==> src/rtl/touch_zone_key_trigger_defines.svh <==
// Assertion macros used by the RTL module touch_zone_key_trigger.
`ifndef TOUCH_ZONE_KEY_TRIGGER_DEFINES_SVH
`define TOUCH_ZONE_KEY_TRIGGER_DEFINES_SVH

`ifndef NO_ASSERTIONS
`define TZKT_ASSERT(label, prop) \
   label: assert property (@(posedge clock) disable iff (reset) prop) \
      else $error("touch_zone_key_trigger: assertion failed");
`define TZKT_ASSERT_ALWAYS(label, prop) \
   label: assert property (@(posedge clock) prop) \
      else $error("touch_zone_key_trigger: assertion failed");
`else
`define TZKT_ASSERT(label, prop)
`define TZKT_ASSERT_ALWAYS(label, prop)
`endif

`endif

==> src/rtl/tzkt_pkg.sv <==
package tzkt_pkg;

   localparam int ADC_BITS          = 12;
   localparam int SAMPLES_PER_POINT = 5;
   localparam int CNT_W             = $clog2(SAMPLES_PER_POINT + 1);
   localparam int SUM_W             = ADC_BITS + CNT_W;
   localparam int SIZE_W            = 11;
   localparam int PIX_W             = 10;
   localparam int DEB_W             = 16;
   localparam int DIV_W             = ADC_BITS + PIX_W;
   localparam int DIV_CNT_W         = $clog2(DIV_W + 1);
   localparam int CSR_IDX_W         = 3;
   localparam int CSR_DATA_W        = 16;
   localparam int ZONE_W            = 2;
   localparam int BYTE_W            = 8;

   localparam logic [SIZE_W-1:0] MAX_SIZE = SIZE_W'(1 << PIX_W);

   typedef enum logic [1:0] {
      ACT_TICK   = 2'd0,
      ACT_SAMPLE = 2'd1,
      ACT_STATUS = 2'd2
   } action_type;

   typedef enum logic [CSR_IDX_W-1:0] {
      CSR_X_CAL_MIN      = 3'd0,
      CSR_X_CAL_MAX      = 3'd1,
      CSR_Y_CAL_MIN      = 3'd2,
      CSR_Y_CAL_MAX      = 3'd3,
      CSR_SCREEN_WIDTH   = 3'd4,
      CSR_SCREEN_HEIGHT  = 3'd5,
      CSR_DEBOUNCE_TICKS = 3'd6
   } csr_index_type;

   localparam logic [ZONE_W-1:0] ZONE_TOP = 2'd0;
   localparam logic [ZONE_W-1:0] ZONE_MID = 2'd1;
   localparam logic [ZONE_W-1:0] ZONE_BOT = 2'd2;

   localparam logic [BYTE_W-1:0] KEY_TOP      = 8'h1B;
   localparam logic [BYTE_W-1:0] KEY_MID      = 8'h19;
   localparam logic [BYTE_W-1:0] KEY_BOT      = 8'h06;
   localparam logic [BYTE_W-1:0] MOD_LEFT_GUI = 8'h08;

   localparam logic [ADC_BITS-1:0] CAL_MIN_RESET  = 12'd350;
   localparam logic [ADC_BITS-1:0] CAL_MAX_RESET  = 12'd3800;
   localparam logic [SIZE_W-1:0]   WIDTH_RESET    = 11'd320;
   localparam logic [SIZE_W-1:0]   HEIGHT_RESET   = 11'd240;
   localparam logic [DEB_W-1:0]    DEBOUNCE_RESET = 16'd260;

   // Last pixel index for a programmed screen size, with the size limited to 1..1024.
   function automatic logic [PIX_W-1:0] size_last(input logic [SIZE_W-1:0] size);
      logic [SIZE_W-1:0] eff;
      if (size == '0) begin
         eff = SIZE_W'(1);
      end else if (size > MAX_SIZE) begin
         eff = MAX_SIZE;
      end else begin
         eff = size;
      end
      return PIX_W'(eff - SIZE_W'(1));
   endfunction

endpackage

==> src/rtl/tzkt_if.sv <==
interface tzkt_req_if;
   import tzkt_pkg::*;
   logic                valid;
   logic                ready;
   logic [1:0]          action;
   logic                pen_down;
   logic [ADC_BITS-1:0] sample_x;
   logic [ADC_BITS-1:0] sample_y;
   logic                link_up;

   modport source (output valid, action, pen_down, sample_x, sample_y, link_up,
                   input ready);
   modport sink (input valid, action, pen_down, sample_x, sample_y, link_up,
                 output ready);
endinterface

interface tzkt_rsp_if;
   import tzkt_pkg::*;
   logic                valid;
   logic                ready;
   logic [ADC_BITS-1:0] avg_x;
   logic [ADC_BITS-1:0] avg_y;
   logic [PIX_W-1:0]    screen_x;
   logic [PIX_W-1:0]    screen_y;
   logic [ZONE_W-1:0]   zone;
   logic [BYTE_W-1:0]   key_code;
   logic [BYTE_W-1:0]   modifier_bits;
   logic                report_sent;

   modport source (output valid, avg_x, avg_y, screen_x, screen_y, zone, key_code,
                   modifier_bits, report_sent, input ready);
   modport sink (input valid, avg_x, avg_y, screen_x, screen_y, zone, key_code,
                 modifier_bits, report_sent, output ready);
endinterface

interface tzkt_csr_if;
   import tzkt_pkg::*;
   logic                  valid;
   logic                  ready;
   logic [CSR_IDX_W-1:0]  index;
   logic [CSR_DATA_W-1:0] wdata;

   modport source (output valid, index, wdata, input ready);
   modport sink (input valid, index, wdata, output ready);
endinterface

==> src/rtl/touch_zone_key_trigger.sv <==
// Ticks, link status events and sample pairs that do not end a burst are handled in the idle
// state without leaving it. A pair that ends an accepted burst takes two reciprocal-multiply
// steps for the averages, then per axis a clamp, a multiply and 22 restoring divide steps
// (a clamped axis skips multiply and divide), with input held off until the result is registered
// and for as long as the previous result still waits. Synchronous active-high reset restores
// the calibration defaults, clears burst, ticks, release flag and link, and drops any result.
`include "touch_zone_key_trigger_defines.svh"

module touch_zone_key_trigger (
   input  logic clock,
   input  logic reset,
   tzkt_req_if.sink   req_if,
   tzkt_rsp_if.source rsp_if,
   tzkt_csr_if.sink   csr_if
);
   import tzkt_pkg::*;

   typedef enum logic [2:0] {
      S_IDLE,
      S_AVG,
      S_CLAMP,
      S_MUL,
      S_DIV,
      S_FIN
   } state_type;

   localparam logic [DIV_CNT_W-1:0] DIV_STEPS   = DIV_CNT_W'(DIV_W);
   localparam logic [CNT_W-1:0]     LAST_COUNT  = CNT_W'(SAMPLES_PER_POINT - 1);
   localparam int                   AVG_SHIFT   = SUM_W + CNT_W;
   localparam int                   AVG_PROD_W  = SUM_W + AVG_SHIFT;
   localparam logic [AVG_SHIFT-1:0] AVG_RECIP   =
      AVG_SHIFT'(((1 << AVG_SHIFT) + SAMPLES_PER_POINT - 1) / SAMPLES_PER_POINT);

   state_type state_ff, state_in;
   logic axis_ff, axis_in;

   logic [CNT_W-1:0]    cnt_ff, cnt_in;
   logic [SUM_W-1:0]    sum_x_ff, sum_x_in, sum_y_ff, sum_y_in;
   logic [DEB_W-1:0]    elapsed_ff, elapsed_in;
   logic                await_ff, await_in;
   logic                link_ff, link_in;

   logic [ADC_BITS-1:0] x_min_ff, x_min_in, x_max_ff, x_max_in;
   logic [ADC_BITS-1:0] y_min_ff, y_min_in, y_max_ff, y_max_in;
   logic [SIZE_W-1:0]   width_ff, width_in, height_ff, height_in;
   logic [DEB_W-1:0]    debounce_ff, debounce_in;

   logic [DIV_W-1:0]     quo_ff, quo_in;
   logic [ADC_BITS-1:0]  rem_ff, rem_in;
   logic [ADC_BITS-1:0]  divisor_ff, divisor_in;
   logic [DIV_CNT_W-1:0] div_cnt_ff, div_cnt_in;

   logic [ADC_BITS-1:0] avg_x_ff, avg_x_in, avg_y_ff, avg_y_in;
   logic [PIX_W-1:0]    px_ff, px_in, py_ff, py_in;
   logic [ADC_BITS-1:0] diff_ff, diff_in, span_ff, span_in;

   logic                rsp_valid_ff, rsp_valid_in;
   logic [ADC_BITS-1:0] out_avg_x_ff, out_avg_x_in, out_avg_y_ff, out_avg_y_in;
   logic [PIX_W-1:0]    out_px_ff, out_px_in, out_py_ff, out_py_in;
   logic [ZONE_W-1:0]   out_zone_ff, out_zone_in;
   logic [BYTE_W-1:0]   out_key_ff, out_key_in;
   logic                out_sent_ff, out_sent_in;

   logic [ADC_BITS:0]   rem_sh;
   logic                rem_ge;
   logic [ADC_BITS-1:0] rem_step;
   logic [DIV_W-1:0]    quo_step;

   logic [AVG_PROD_W-1:0] avg_prod;
   logic [ADC_BITS-1:0]   avg_val;

   logic [ADC_BITS-1:0] raw, lo, hi;
   logic [PIX_W-1:0]    last;
   logic                pix_wr;
   logic [PIX_W-1:0]    pix_val;

   logic [PIX_W:0]      py_inc;
   logic [PIX_W+1:0]    py_tri;
   logic [SIZE_W-1:0]   h_eff;
   logic [SIZE_W:0]     h_two;
   logic [ZONE_W-1:0]   zone_val;
   logic [BYTE_W-1:0]   key_val;

   assign req_if.ready = (state_ff == S_IDLE);
   assign csr_if.ready = 1'b1;

   assign rsp_if.valid         = rsp_valid_ff;
   assign rsp_if.avg_x         = out_avg_x_ff;
   assign rsp_if.avg_y         = out_avg_y_ff;
   assign rsp_if.screen_x      = out_px_ff;
   assign rsp_if.screen_y      = out_py_ff;
   assign rsp_if.zone          = out_zone_ff;
   assign rsp_if.key_code      = out_key_ff;
   assign rsp_if.modifier_bits = MOD_LEFT_GUI;
   assign rsp_if.report_sent   = out_sent_ff;

   always_comb begin
      rem_sh   = {rem_ff, quo_ff[DIV_W-1]};
      rem_ge   = (rem_sh >= {1'b0, divisor_ff});
      rem_step = rem_ge ? ADC_BITS'(rem_sh - {1'b0, divisor_ff}) : rem_sh[ADC_BITS-1:0];
      quo_step = {quo_ff[DIV_W-2:0], rem_ge};
   end

   always_comb begin
      avg_prod = AVG_PROD_W'(axis_ff ? sum_y_ff : sum_x_ff) * AVG_PROD_W'(AVG_RECIP);
      avg_val  = avg_prod[AVG_SHIFT +: ADC_BITS];
   end

   always_comb begin
      raw  = axis_ff ? avg_y_ff : avg_x_ff;
      lo   = axis_ff ? y_min_ff : x_min_ff;
      hi   = axis_ff ? y_max_ff : x_max_ff;
      last = axis_ff ? size_last(height_ff) : size_last(width_ff);
   end

   always_comb begin
      py_inc = {1'b0, py_ff} + (PIX_W + 1)'(1);
      py_tri = {1'b0, py_inc} + {py_inc, 1'b0};
      h_eff  = {1'b0, size_last(height_ff)} + SIZE_W'(1);
      h_two  = {h_eff, 1'b0};
      if (py_tri <= {1'b0, h_eff}) begin
         zone_val = ZONE_TOP;
         key_val  = KEY_TOP;
      end else if (py_tri <= h_two) begin
         zone_val = ZONE_MID;
         key_val  = KEY_MID;
      end else begin
         zone_val = ZONE_BOT;
         key_val  = KEY_BOT;
      end
   end

   always_comb begin
      state_in     = state_ff;
      axis_in      = axis_ff;
      cnt_in       = cnt_ff;
      sum_x_in     = sum_x_ff;
      sum_y_in     = sum_y_ff;
      elapsed_in   = elapsed_ff;
      await_in     = await_ff;
      link_in      = link_ff;
      x_min_in     = x_min_ff;
      x_max_in     = x_max_ff;
      y_min_in     = y_min_ff;
      y_max_in     = y_max_ff;
      width_in     = width_ff;
      height_in    = height_ff;
      debounce_in  = debounce_ff;
      quo_in       = quo_ff;
      rem_in       = rem_ff;
      divisor_in   = divisor_ff;
      div_cnt_in   = div_cnt_ff;
      avg_x_in     = avg_x_ff;
      avg_y_in     = avg_y_ff;
      px_in        = px_ff;
      py_in        = py_ff;
      diff_in      = diff_ff;
      span_in      = span_ff;
      rsp_valid_in = rsp_valid_ff;
      out_avg_x_in = out_avg_x_ff;
      out_avg_y_in = out_avg_y_ff;
      out_px_in    = out_px_ff;
      out_py_in    = out_py_ff;
      out_zone_in  = out_zone_ff;
      out_key_in   = out_key_ff;
      out_sent_in  = out_sent_ff;
      pix_wr       = 1'b0;
      pix_val      = '0;

      if (rsp_valid_ff && rsp_if.ready) begin
         rsp_valid_in = 1'b0;
      end

      if (csr_if.valid) begin
         unique case (csr_if.index)
            CSR_X_CAL_MIN:      x_min_in    = csr_if.wdata[ADC_BITS-1:0];
            CSR_X_CAL_MAX:      x_max_in    = csr_if.wdata[ADC_BITS-1:0];
            CSR_Y_CAL_MIN:      y_min_in    = csr_if.wdata[ADC_BITS-1:0];
            CSR_Y_CAL_MAX:      y_max_in    = csr_if.wdata[ADC_BITS-1:0];
            CSR_SCREEN_WIDTH:   width_in    = csr_if.wdata[SIZE_W-1:0];
            CSR_SCREEN_HEIGHT:  height_in   = csr_if.wdata[SIZE_W-1:0];
            CSR_DEBOUNCE_TICKS: debounce_in = csr_if.wdata[DEB_W-1:0];
            default: ;
         endcase
      end

      unique case (state_ff)
         S_IDLE: begin
            if (req_if.valid) begin
               unique case (req_if.action)
                  ACT_TICK: begin
                     if (elapsed_ff != '1) begin
                        elapsed_in = elapsed_ff + DEB_W'(1);
                     end
                  end
                  ACT_STATUS: link_in = req_if.link_up;
                  ACT_SAMPLE: begin
                     if (cnt_ff == '0 && !req_if.pen_down) begin
                        await_in = 1'b0;
                     end else if (!(cnt_ff == '0 && await_ff)) begin
                        sum_x_in = ((cnt_ff == '0) ? '0 : sum_x_ff) + SUM_W'(req_if.sample_x);
                        sum_y_in = ((cnt_ff == '0) ? '0 : sum_y_ff) + SUM_W'(req_if.sample_y);
                        if (cnt_ff == LAST_COUNT) begin
                           cnt_in = '0;
                           if (elapsed_ff >= debounce_ff) begin
                              elapsed_in = '0;
                              await_in   = 1'b1;
                              axis_in    = 1'b0;
                              state_in   = S_AVG;
                           end
                        end else begin
                           cnt_in = cnt_ff + CNT_W'(1);
                        end
                     end
                  end
                  default: ;
               endcase
            end
         end
         S_AVG: begin
            if (!axis_ff) begin
               avg_x_in = avg_val;
               axis_in  = 1'b1;
            end else begin
               avg_y_in = avg_val;
               axis_in  = 1'b0;
               state_in = S_CLAMP;
            end
         end
         S_CLAMP: begin
            if (raw <= lo) begin
               pix_wr  = 1'b1;
               pix_val = '0;
            end else if (raw >= hi) begin
               pix_wr  = 1'b1;
               pix_val = last;
            end else begin
               diff_in  = raw - lo;
               span_in  = hi - lo;
               state_in = S_MUL;
            end
         end
         S_MUL: begin
            quo_in     = DIV_W'(diff_ff) * DIV_W'(last);
            rem_in     = '0;
            divisor_in = span_ff;
            div_cnt_in = DIV_STEPS;
            state_in   = S_DIV;
         end
         S_DIV: begin
            quo_in     = quo_step;
            rem_in     = rem_step;
            div_cnt_in = div_cnt_ff - DIV_CNT_W'(1);
            if (div_cnt_ff == DIV_CNT_W'(1)) begin
               pix_wr  = 1'b1;
               pix_val = quo_step[PIX_W-1:0];
            end
         end
         S_FIN: begin
            if (!rsp_valid_ff || rsp_if.ready) begin
               rsp_valid_in = 1'b1;
               out_avg_x_in = avg_x_ff;
               out_avg_y_in = avg_y_ff;
               out_px_in    = px_ff;
               out_py_in    = py_ff;
               out_zone_in  = zone_val;
               out_key_in   = key_val;
               out_sent_in  = link_ff;
               state_in     = S_IDLE;
            end
         end
         default: state_in = S_IDLE;
      endcase

      if (pix_wr) begin
         if (!axis_ff) begin
            px_in    = pix_val;
            axis_in  = 1'b1;
            state_in = S_CLAMP;
         end else begin
            py_in    = pix_val;
            axis_in  = 1'b0;
            state_in = S_FIN;
         end
      end
   end

   always_ff @(posedge clock) begin
      if (reset) begin
         state_ff     <= S_IDLE;
         axis_ff      <= 1'b0;
         cnt_ff       <= '0;
         elapsed_ff   <= '0;
         await_ff     <= 1'b0;
         link_ff      <= 1'b0;
         x_min_ff     <= CAL_MIN_RESET;
         x_max_ff     <= CAL_MAX_RESET;
         y_min_ff     <= CAL_MIN_RESET;
         y_max_ff     <= CAL_MAX_RESET;
         width_ff     <= WIDTH_RESET;
         height_ff    <= HEIGHT_RESET;
         debounce_ff  <= DEBOUNCE_RESET;
         div_cnt_ff   <= '0;
         rsp_valid_ff <= 1'b0;
      end else begin
         state_ff     <= state_in;
         axis_ff      <= axis_in;
         cnt_ff       <= cnt_in;
         elapsed_ff   <= elapsed_in;
         await_ff     <= await_in;
         link_ff      <= link_in;
         x_min_ff     <= x_min_in;
         x_max_ff     <= x_max_in;
         y_min_ff     <= y_min_in;
         y_max_ff     <= y_max_in;
         width_ff     <= width_in;
         height_ff    <= height_in;
         debounce_ff  <= debounce_in;
         div_cnt_ff   <= div_cnt_in;
         rsp_valid_ff <= rsp_valid_in;
      end
      sum_x_ff     <= sum_x_in;
      sum_y_ff     <= sum_y_in;
      quo_ff       <= quo_in;
      rem_ff       <= rem_in;
      divisor_ff   <= divisor_in;
      avg_x_ff     <= avg_x_in;
      avg_y_ff     <= avg_y_in;
      px_ff        <= px_in;
      py_ff        <= py_in;
      diff_ff      <= diff_in;
      span_ff      <= span_in;
      out_avg_x_ff <= out_avg_x_in;
      out_avg_y_ff <= out_avg_y_in;
      out_px_ff    <= out_px_in;
      out_py_ff    <= out_py_in;
      out_zone_ff  <= out_zone_in;
      out_key_ff   <= out_key_in;
      out_sent_ff  <= out_sent_in;
   end

   `TZKT_ASSERT(a_result_from_fin, $rose(rsp_valid_ff) |-> $past(state_ff == S_FIN))
   `TZKT_ASSERT(a_count_below_burst, cnt_ff <= LAST_COUNT)
   `TZKT_ASSERT(a_ticks_hold_while_busy, (state_ff != S_IDLE) |=> $stable(elapsed_ff))
   `TZKT_ASSERT(a_divisor_nonzero, (state_ff == S_DIV) |-> (divisor_ff != '0))
   `TZKT_ASSERT(a_zone_matches_key, rsp_valid_ff |->
      ((out_zone_ff == ZONE_TOP && out_key_ff == KEY_TOP) ||
       (out_zone_ff == ZONE_MID && out_key_ff == KEY_MID) ||
       (out_zone_ff == ZONE_BOT && out_key_ff == KEY_BOT)))

endmodule
==> src/flat_wrapper.sv <==
// flat-port wrapper written by rule: the top's interface ports become plain ports
module touch_zone_key_trigger_flat import tzkt_pkg::*;
  (clock, reset, req_if_valid, req_if_action, req_if_pen_down, req_if_sample_x, req_if_sample_y, req_if_link_up, req_if_ready, rsp_if_valid, rsp_if_avg_x, rsp_if_avg_y, rsp_if_screen_x, rsp_if_screen_y, rsp_if_zone, rsp_if_key_code, rsp_if_modifier_bits, rsp_if_report_sent, rsp_if_ready, csr_if_valid, csr_if_index, csr_if_wdata, csr_if_ready);
  tzkt_req_if req_if_i ();
  tzkt_rsp_if rsp_if_i ();
  tzkt_csr_if csr_if_i ();
  input  logic clock;
  input  logic reset;
  input wire logic [$bits(req_if_i.valid)-1:0] req_if_valid;
  input wire logic [$bits(req_if_i.action)-1:0] req_if_action;
  input wire logic [$bits(req_if_i.pen_down)-1:0] req_if_pen_down;
  input wire logic [$bits(req_if_i.sample_x)-1:0] req_if_sample_x;
  input wire logic [$bits(req_if_i.sample_y)-1:0] req_if_sample_y;
  input wire logic [$bits(req_if_i.link_up)-1:0] req_if_link_up;
  output wire logic [$bits(req_if_i.ready)-1:0] req_if_ready;
  output wire logic [$bits(rsp_if_i.valid)-1:0] rsp_if_valid;
  output wire logic [$bits(rsp_if_i.avg_x)-1:0] rsp_if_avg_x;
  output wire logic [$bits(rsp_if_i.avg_y)-1:0] rsp_if_avg_y;
  output wire logic [$bits(rsp_if_i.screen_x)-1:0] rsp_if_screen_x;
  output wire logic [$bits(rsp_if_i.screen_y)-1:0] rsp_if_screen_y;
  output wire logic [$bits(rsp_if_i.zone)-1:0] rsp_if_zone;
  output wire logic [$bits(rsp_if_i.key_code)-1:0] rsp_if_key_code;
  output wire logic [$bits(rsp_if_i.modifier_bits)-1:0] rsp_if_modifier_bits;
  output wire logic [$bits(rsp_if_i.report_sent)-1:0] rsp_if_report_sent;
  input wire logic [$bits(rsp_if_i.ready)-1:0] rsp_if_ready;
  input wire logic [$bits(csr_if_i.valid)-1:0] csr_if_valid;
  input wire logic [$bits(csr_if_i.index)-1:0] csr_if_index;
  input wire logic [$bits(csr_if_i.wdata)-1:0] csr_if_wdata;
  output wire logic [$bits(csr_if_i.ready)-1:0] csr_if_ready;
  assign req_if_i.valid = req_if_valid;
  assign req_if_i.action = req_if_action;
  assign req_if_i.pen_down = req_if_pen_down;
  assign req_if_i.sample_x = req_if_sample_x;
  assign req_if_i.sample_y = req_if_sample_y;
  assign req_if_i.link_up = req_if_link_up;
  assign req_if_ready = req_if_i.ready;
  assign rsp_if_valid = rsp_if_i.valid;
  assign rsp_if_avg_x = rsp_if_i.avg_x;
  assign rsp_if_avg_y = rsp_if_i.avg_y;
  assign rsp_if_screen_x = rsp_if_i.screen_x;
  assign rsp_if_screen_y = rsp_if_i.screen_y;
  assign rsp_if_zone = rsp_if_i.zone;
  assign rsp_if_key_code = rsp_if_i.key_code;
  assign rsp_if_modifier_bits = rsp_if_i.modifier_bits;
  assign rsp_if_report_sent = rsp_if_i.report_sent;
  assign rsp_if_i.ready = rsp_if_ready;
  assign csr_if_i.valid = csr_if_valid;
  assign csr_if_i.index = csr_if_index;
  assign csr_if_i.wdata = csr_if_wdata;
  assign csr_if_ready = csr_if_i.ready;
  touch_zone_key_trigger u_core (.clock(clock), .reset(reset), .req_if(req_if_i), .rsp_if(rsp_if_i), .csr_if(csr_if_i));
endmodule
==> config.mk <==
export PLATFORM = sky130hd
export DESIGN_NAME = touch_zone_key_trigger_flat
export DESIGN_NICKNAME = d
export VERILOG_FILES = /design/src/rtl/tzkt_pkg.sv /design/src/rtl/tzkt_if.sv /design/src/rtl/touch_zone_key_trigger.sv /design/src/flat_wrapper.sv
export VERILOG_INCLUDE_DIRS = /design/src /design/src/rtl
export SDC_FILE = /design/constraint.sdc
export NUM_CORES = 1
export LEC_CHECK = 0
export ABC_CLOCK_PERIOD_IN_PS = 7610
export BUFFER_PORTS_ARGS = -buffer_cell sky130_fd_sc_hd__buf_2
export CORE_MARGIN = 4
export CORE_UTILIZATION = 25
export CTS_BUF_LIST = sky130_fd_sc_hd__clkbuf_8
export DETAILED_ROUTE_END_ITERATION = 8
export GPL_ROUTABILITY_DRIVEN = 0
export GPL_TIMING_DRIVEN = 1
export SLEW_MARGIN = 20
export SYNTH_ARGS = -nofsm -noshare
export SYNTH_HDL_FRONTEND = slang
export SYNTH_SLANG_ARGS = --single-unit
==> constraint.sdc <==
create_clock -name clock -period 7.61 [get_ports clock]
set_clock_uncertainty 0.05 [all_clocks]
set_input_delay 1.1415 -clock clock [delete_from_list [all_inputs] [get_ports clock]]
set_output_delay 1.1415 -clock clock [all_outputs]
set_load 0.1 [all_outputs]
==> results of run 1 <==
==> stage by stage <==
stage / std cells / utilization [%] / worst slack (ns)
floorplan: 2494 / - / 0.375
global placement: 3808 / 27.4 / 0.117
detailed placement: 3808 / 27.4 / 0.0216
CTS: 3897 / 28.4 / 0.140
global route: 3901 / 28.6 / 0.0148
finish: 3904 / 28.6 / 0.471
==> worst register-to-register path: cells and delay by family (launching register included) <==
kind	cells	cell delay [ns]
AOI/OAI and AO/OA	9	1.60
xor gates and xnor gates	1	0.13
adders and majority gates	7	3.07
buffers and inverters	6	0.39
DFF	1	0.38
and+or+nand+nor	8	1.21
==> worst paths after layout <==
check,endpoint,slack [ns],cells after the start
min reg2reg,u_core.rsp_if.screen_x[6]$_DFFE_PP_,0.37,0
max,u_core.quo_ff[20]$_DFFE_PP_,0.47,31
min,u_core.rsp_if.screen_x[6]$_DFFE_PP_,0.37,0
max reg2reg,u_core.quo_ff[20]$_DFFE_PP_,0.47,31
==> per-layer routing <==
layer  global-route usage (%)  vias up
li1                         -     8672
met1                     15.5     8315
met2                     18.2      339
met3                     2.31       64
met4                     2.28        4
met5                        0        -
==> layout make-up <==
type / count / share of cell area (%)
antenna: 6 / 0.0552
sequential: 310 / 30.0
clock inverter: 35 / 0.888
clock buffer: 54 / 2.73
multi-input combinational: 1804 / 53.6
tap: 1265 / 5.82
timing repair buffer: 142 / 2.95
inverter: 288 / 3.98
==> timing repair <==
item	in CTS	in global routing
pin swaps	0	1
resized for setup	1	23
endpoints found under the setup margin	1	6
hold endpoints to repair	0	0
setup buffers	0	1
==> registers in the layout (all words and copies together) (netlist names), 12 cells and up <==
register,count
u_core.divisor_ff,12
u_core.y_min_ff,12
u_core.diff_ff,12
u_core.sum_x_ff,15
u_core.debounce_ff,16
u_core.elapsed_ff,16
u_core.sum_y_ff,15
u_core.rsp_if.avg_x,12
u_core.avg_y_ff,12
u_core.y_max_ff,12
u_core.rem_ff,12
u_core.rsp_if.avg_y,12
u_core.x_max_ff,12
u_core.span_ff,12
u_core.avg_x_ff,12
u_core.x_min_ff,12
u_core.quo_ff,22
==> synth_stat cells (all sizes together) (6+ instances only) <==
| cell | count | area share, % |
|---|---|---|
| nor3 | 41 | 0.90 |
| o41ai | 6 | 0.30 |
| a211oi | 13 | 0.43 |
| a21oi | 141 | 2.9 |
| and3 | 11 | 0.29 |
| a21boi | 6 | 0.19 |
| mux2 | 28 | 1.3 |
| o31ai | 6 | 0.19 |
| fa | 143 | 12 |
| a21o | 43 | 1.3 |
| mux2i | 30 | 1.2 |
| o211ai | 9 | 0.28 |
| nor2 | 120 | 1.9 |
| nand2 | 332 | 5.2 |
| buf | 35 | 0.83 |
| o21a | 19 | 0.59 |
| dfxtp | 117 | 9.7 |
| nand4 | 20 | 0.52 |
| xnor2 | 83 | 3.0 |
| edfxtp | 193 | 24 |
| o21ai | 84 | 1.7 |
| o21bai | 14 | 0.44 |
| nand3 | 73 | 1.5 |
| nand2b | 21 | 0.55 |
| a2111oi | 12 | 0.46 |
| ha | 293 | 15 |
| clkbuf | 57 | 0.89 |
| nand3b | 9 | 0.30 |
| inv | 287 | 4.5 |
| xor2 | 40 | 1.5 |
| or3 | 9 | 0.24 |
| nor2b | 30 | 0.78 |
| and2 | 92 | 2.4 |
==> cell families (layout without fill, tap and decap cells) <==
family | after synthesis | in the layout | synth area share [%]
buf+inv | 380 | 519 | 6.21
fa+ha+maj | 436 | 436 | 27.2
other cells | 2 | 18 | 0.0312
xor+xnor | 123 | 123 | 4.48
simple gates | 782 | 782 | 15.3
compound gates | 393 | 393 | 10.4
mux | 58 | 58 | 2.56
flops | 310 | 310 | 33.9
==> results by group, run 1 <==
Outcome
  • Outcome: finished, final reports clean

Route
  • Average wire per standard cell: around 15 microns
  • Vias: 17400
  • Max layer used: met5
  • ANT nets after route: 0
  • Met2 wire len: 26400 microns
  • Met3 wire len: between 3000 and 4000 microns
  • Routed vias/inst: around 4.5
  • WL final: between 50000 and 60000 microns
  • DRC: 0
  • First-pass DRT Iterations: 5
  • Drt first-iter violations: between 1000 and 1500
  • Wire length on met1: 27500 microns

Setup path
  • Slowest CP cell: fa_1
  • Startpoint types: flop
  • Setup crit end kind: flop
  • CP Data Required Time: around 7.9 ns
  • CP arrival: approximately 7.4 ns
  • CP Class: flop to flop
  • R2R Path Start: u_core.height_ff[4]$_SDFFE_PP1P_
  • Most used cell, CP: inv_1
  • CP peak stage delay: roughly 0.55 ns
  • CP max FO: 5
  • CP Buf/Inv Count: 6
  • CP top delay family: adder cells
  • Worst setup path startpoint: u_core.height_ff[4]$_SDFFE_PP1P_

STA
  • Hold WS: between 0.3 and 0.4 ns
  • RSZ-0062 raised after global routing: no
  • Final hold viol count: 0
  • Min cycle time layout: 7.14 ns
  • TNS Setup: 0 ns
  • Final Setup Violations: 0
  • Slew Viols, Final: 0
  • Worst-Margin Slew: a little under 0.9 ns
  • Final worst path period share: a little over nine tenths
  • Max Fclk: ~140 MHz
  • Max transition margin: 40.4%

Final layout
  • Post-route cell area: 27200 sq um
  • Layout cells sized above 1: around a tenth
  • # fillers: around 10000
  • Area occupied by registers: slightly above 8000 sq um
  • Most frequent cells in the layout: nand2_1, inv_1, ha_1
  • Multi-input logic area: roughly 15000 sq um
  • Nets: approximately 3000
  • Area grow syn2layout: 13.1%
  • Commonest non-fill, non-tap cell in the layout: nand2_1

Global route
  • Vias in the first global route: around 17000
  • Pin count of the biggest net entering global routing: 69
  • Global route total overflow: 0
  • Antenna violations before repair: 8
  • Global-route wire length before repair: 92400 microns
  • All-Layer GR Usage: between 10% and 20%

Floorplanning
  • Full die area: approximately 100000 sq um
  • Ports: around 120
  • Die Y: 318 microns
  • Initial Util: between 20% and 30%
  • Die Width: between 300 and 400 microns
  • Core area: around 95000 sq um
  • # rows: 113

Clock network
  • Hold buffers post-CTS: 0
  • Clock tree root driver cell: clkbuf_8
  • TritonCTS clock tree: yes
  • Htree depth: 2
  • Clk Latency, worst-skew pair: 0.68 ns
  • Worst-path clk slew: approximately 0.06 ns
  • TritonCTS Buffers: 52
  • Clock Sinks: 310
  • Max clock buf depth: 3

Synthesis
  • Unique masters post-synth: 77
  • Mapped Area: around 24000 sq um
  • Ys async rst share: 0%
  • Mean post-synth cell area: around 9.7 sq um
  • Sequential fraction of the synthesis area: between 30 and 40%
  • Synth Warn #: 0
  • Register bit total from synthesis: 310
  • Ys flop type: edfxtp_1
  • EDFF count, synth: just under 200
  • Mapped Cells: 2484

Place
  • Cell Area, Placed: 26100 sq um
  • Port-buffer cells: 105
  • HPWL after detailed placement: between 40000 and 50000 microns

Min path
  • Hold wc startpoint: u_core.px_ff[6]$_DFFE_PP_
  • HP Class: flop to flop

Job
  • MaxCap Viol Count: 0
Power of run 1 is left out: the tool's default activity adds up to more than one toggle a clock period on the data nets, which glitch-free logic cannot reach.
==> run 2, diff against run 1 <==
--- a/config.mk
+++ b/config.mk
@@ -6,14 +6,16 @@
 export SDC_FILE = /design/constraint.sdc
 export NUM_CORES = 1
 export LEC_CHECK = 0
+export ABC_AREA = 0
 export ABC_CLOCK_PERIOD_IN_PS = 7610
 export BUFFER_PORTS_ARGS = -buffer_cell sky130_fd_sc_hd__buf_2
 export CORE_MARGIN = 4
-export CORE_UTILIZATION = 25
+export CORE_UTILIZATION = 50
 export CTS_BUF_LIST = sky130_fd_sc_hd__clkbuf_8
 export DETAILED_ROUTE_END_ITERATION = 8
 export GPL_ROUTABILITY_DRIVEN = 0
 export GPL_TIMING_DRIVEN = 1
+export PLACE_DENSITY = 0.7
 export SLEW_MARGIN = 20
 export SYNTH_ARGS = -nofsm -noshare
 export SYNTH_HDL_FRONTEND = slang
==> results by group, run 2 (synthesis gave the netlist of run 1 again) <==
Final layout
  • Nets: roughly 3100
  • Top flop regs: u_core.quo_ff (22), u_core.debounce_ff (16), u_core.elapsed_ff (16)
  • Largest register FFs: 22
  • Area grow syn2layout: 10.1%
  • Most frequent cells in the layout: nand2_1, inv_1, ha_1
  • # fillers: about 4200
  • Biggest register: u_core.quo_ff
  • Commonest non-fill, non-tap cell in the layout: nand2_1
  • Layout cells sized above 1: roughly 11%
  • Post-route cell area: around 26000 sq um

STA
  • Max Fclk: ~140 MHz
  • Worst-Margin Slew: ~1 ns
  • Final worst path period share: between 90% and 100%
  • Final worst setup slack: approximately 0.32 ns
  • Final Setup Violations: 0
  • Final hold viol count: 0
  • Max transition margin: between 30 and 40%
  • Slew Viols, Final: 0
  • Min cycle time layout: roughly 7.3 ns

Route
  • First-pass DRT Iterations: 5
  • WL final: 54600 microns
  • Routed vias/inst: ~5.4
  • Vias: around 18000
  • Average wire per standard cell: 16.8 microns
  • DRC: 0
  • ANT nets after route: 0
  • Drt first-iter violations: approximately 1100

Place
  • HPWL after detailed placement: approximately 43000 microns
  • Worst slack at placement: -0.0433 ns
  • Port-buffer cells: roughly 110
  • Cell Area, Placed: between 20000 and 30000 sq um

Clock network
  • Max clock buf depth: 3
  • Worst-path clk slew: roughly 0.060 ns
  • TritonCTS Buffers: 53
  • Clk Latency, worst-skew pair: roughly 0.63 ns
  • Htree depth: 2
  • Clock tree root driver cell: clkbuf_8
  • Clock Sinks: 310
  • TritonCTS clock tree: yes
  • Hold buffers post-CTS: 0

Setup path
  • CP max FO: 10
  • Most used cell, CP: inv_1
  • Slowest CP cell: fa_1
  • CP arrival: around 7.6 ns
  • Setup crit end kind: flop
  • R2R cell count: 32
  • CP Data Required Time: 7.92 ns
  • Startpoint types: flop
  • CP peak stage delay: roughly 0.55 ns
  • CP Class: flop to flop

Floorplanning
  • Initial Util: about half
  • Full die area: 51700 sq um
  • Ports: between 100 and 150
  • Die Y: about 230 microns
  • Core area: about 48000 sq um
  • Die Width: about 230 microns
  • # rows: 80

Min path
  • HP Class: flop to flop
  • Hold Path Stages: 0

Global route
  • Antenna violations before repair: 8
  • Global-route wire length before repair: a little under 90000 microns
  • Global route total overflow: 0
  • All-Layer GR Usage: between 20% and 30%
  • Vias in the first global route: roughly 18000
  • Pin count of the biggest net entering global routing: between 60 and 70

Outcome
  • Outcome: finished, final reports clean

Job
  • MaxCap Viol Count: 0
-- run 2: layout make-up --
class	count	area, sq um	area share (%)
sequential	310	8150	30.8
inverter	288	1080	4.08
timing repair buffer	141	796	3.01
antenna	1	2.50	0.00945
tap	615	769	2.91
multi-input combinational	1804	14600	55.1
clock buffer	59	812	3.07
clock inverter	38	278	1.05
-- run 2: per-layer routing --
layer  track usage (%)  share of wire (%)  vias to the layer above  routed length, microns
met5                 0               0.12                        -                      66
met4              7.67                3.5                       12                    1890
met3              3.71                5.7                      119                    3090
met2              34.0                 46                      456                   24900
met1              28.9                 45                     8465                   24600
li1                  -                  -                     8666                       -
-- run 2: worst max-delay path, delay by kind of cell, from the launching register on --
family / cells / cell delay [ns]
XOR/XNOR: 1 / 0.13
AO/OA/AOI/OAI: 7 / 1.33
flip-flops: 1 / 0.42
buffers and inverters: 7 / 0.62
AND/OR/NAND/NOR: 10 / 1.42
adder cells (fa/ha/maj): 7 / 3.04
-- run 2: final timing paths --
kind                            slack, ns                             end                        startpoint
worst max-delay path                 0.32     u_core.quo_ff[20]$_DFFE_PP_  u_core.height_ff[4]$_SDFFE_PP1P_
worst min-delay path                 0.37  u_core.divisor_ff[9]$_DFFE_PP_       u_core.span_ff[9]$_DFFE_PP_
worst max register to register       0.32     u_core.quo_ff[20]$_DFFE_PP_  u_core.height_ff[4]$_SDFFE_PP1P_
worst min register to register       0.37  u_core.divisor_ff[9]$_DFFE_PP_       u_core.span_ff[9]$_DFFE_PP_
-- run 2: stage by stage --
| stage | hold WS [ns] | util, % | setup TNS, ns | std cells |
|---|---|---|---|---|
| after floorplan | 0.350 | - | 0 | 2494 |
| after global placement | 0.355 | 52.9 | 0 | 3154 |
| after detailed placement | 0.355 | 52.9 | -0.0433 | 3154 |
| after CTS | 0.368 | 55.3 | 0 | 3251 |
| after global routing | 0.378 | 55.5 | -0.126 | 3255 |
| final | 0.370 | 55.6 | 0 | 3256 |
-- run 2: what timing repair did --
item	CTS	global route
gates resized for setup	1	24
endpoints found under the setup margin	1	8
hold endpoints to repair	0	0
pin swaps	0	3
setup buffers	0	4
Power of run 2 is left out for the same reason.
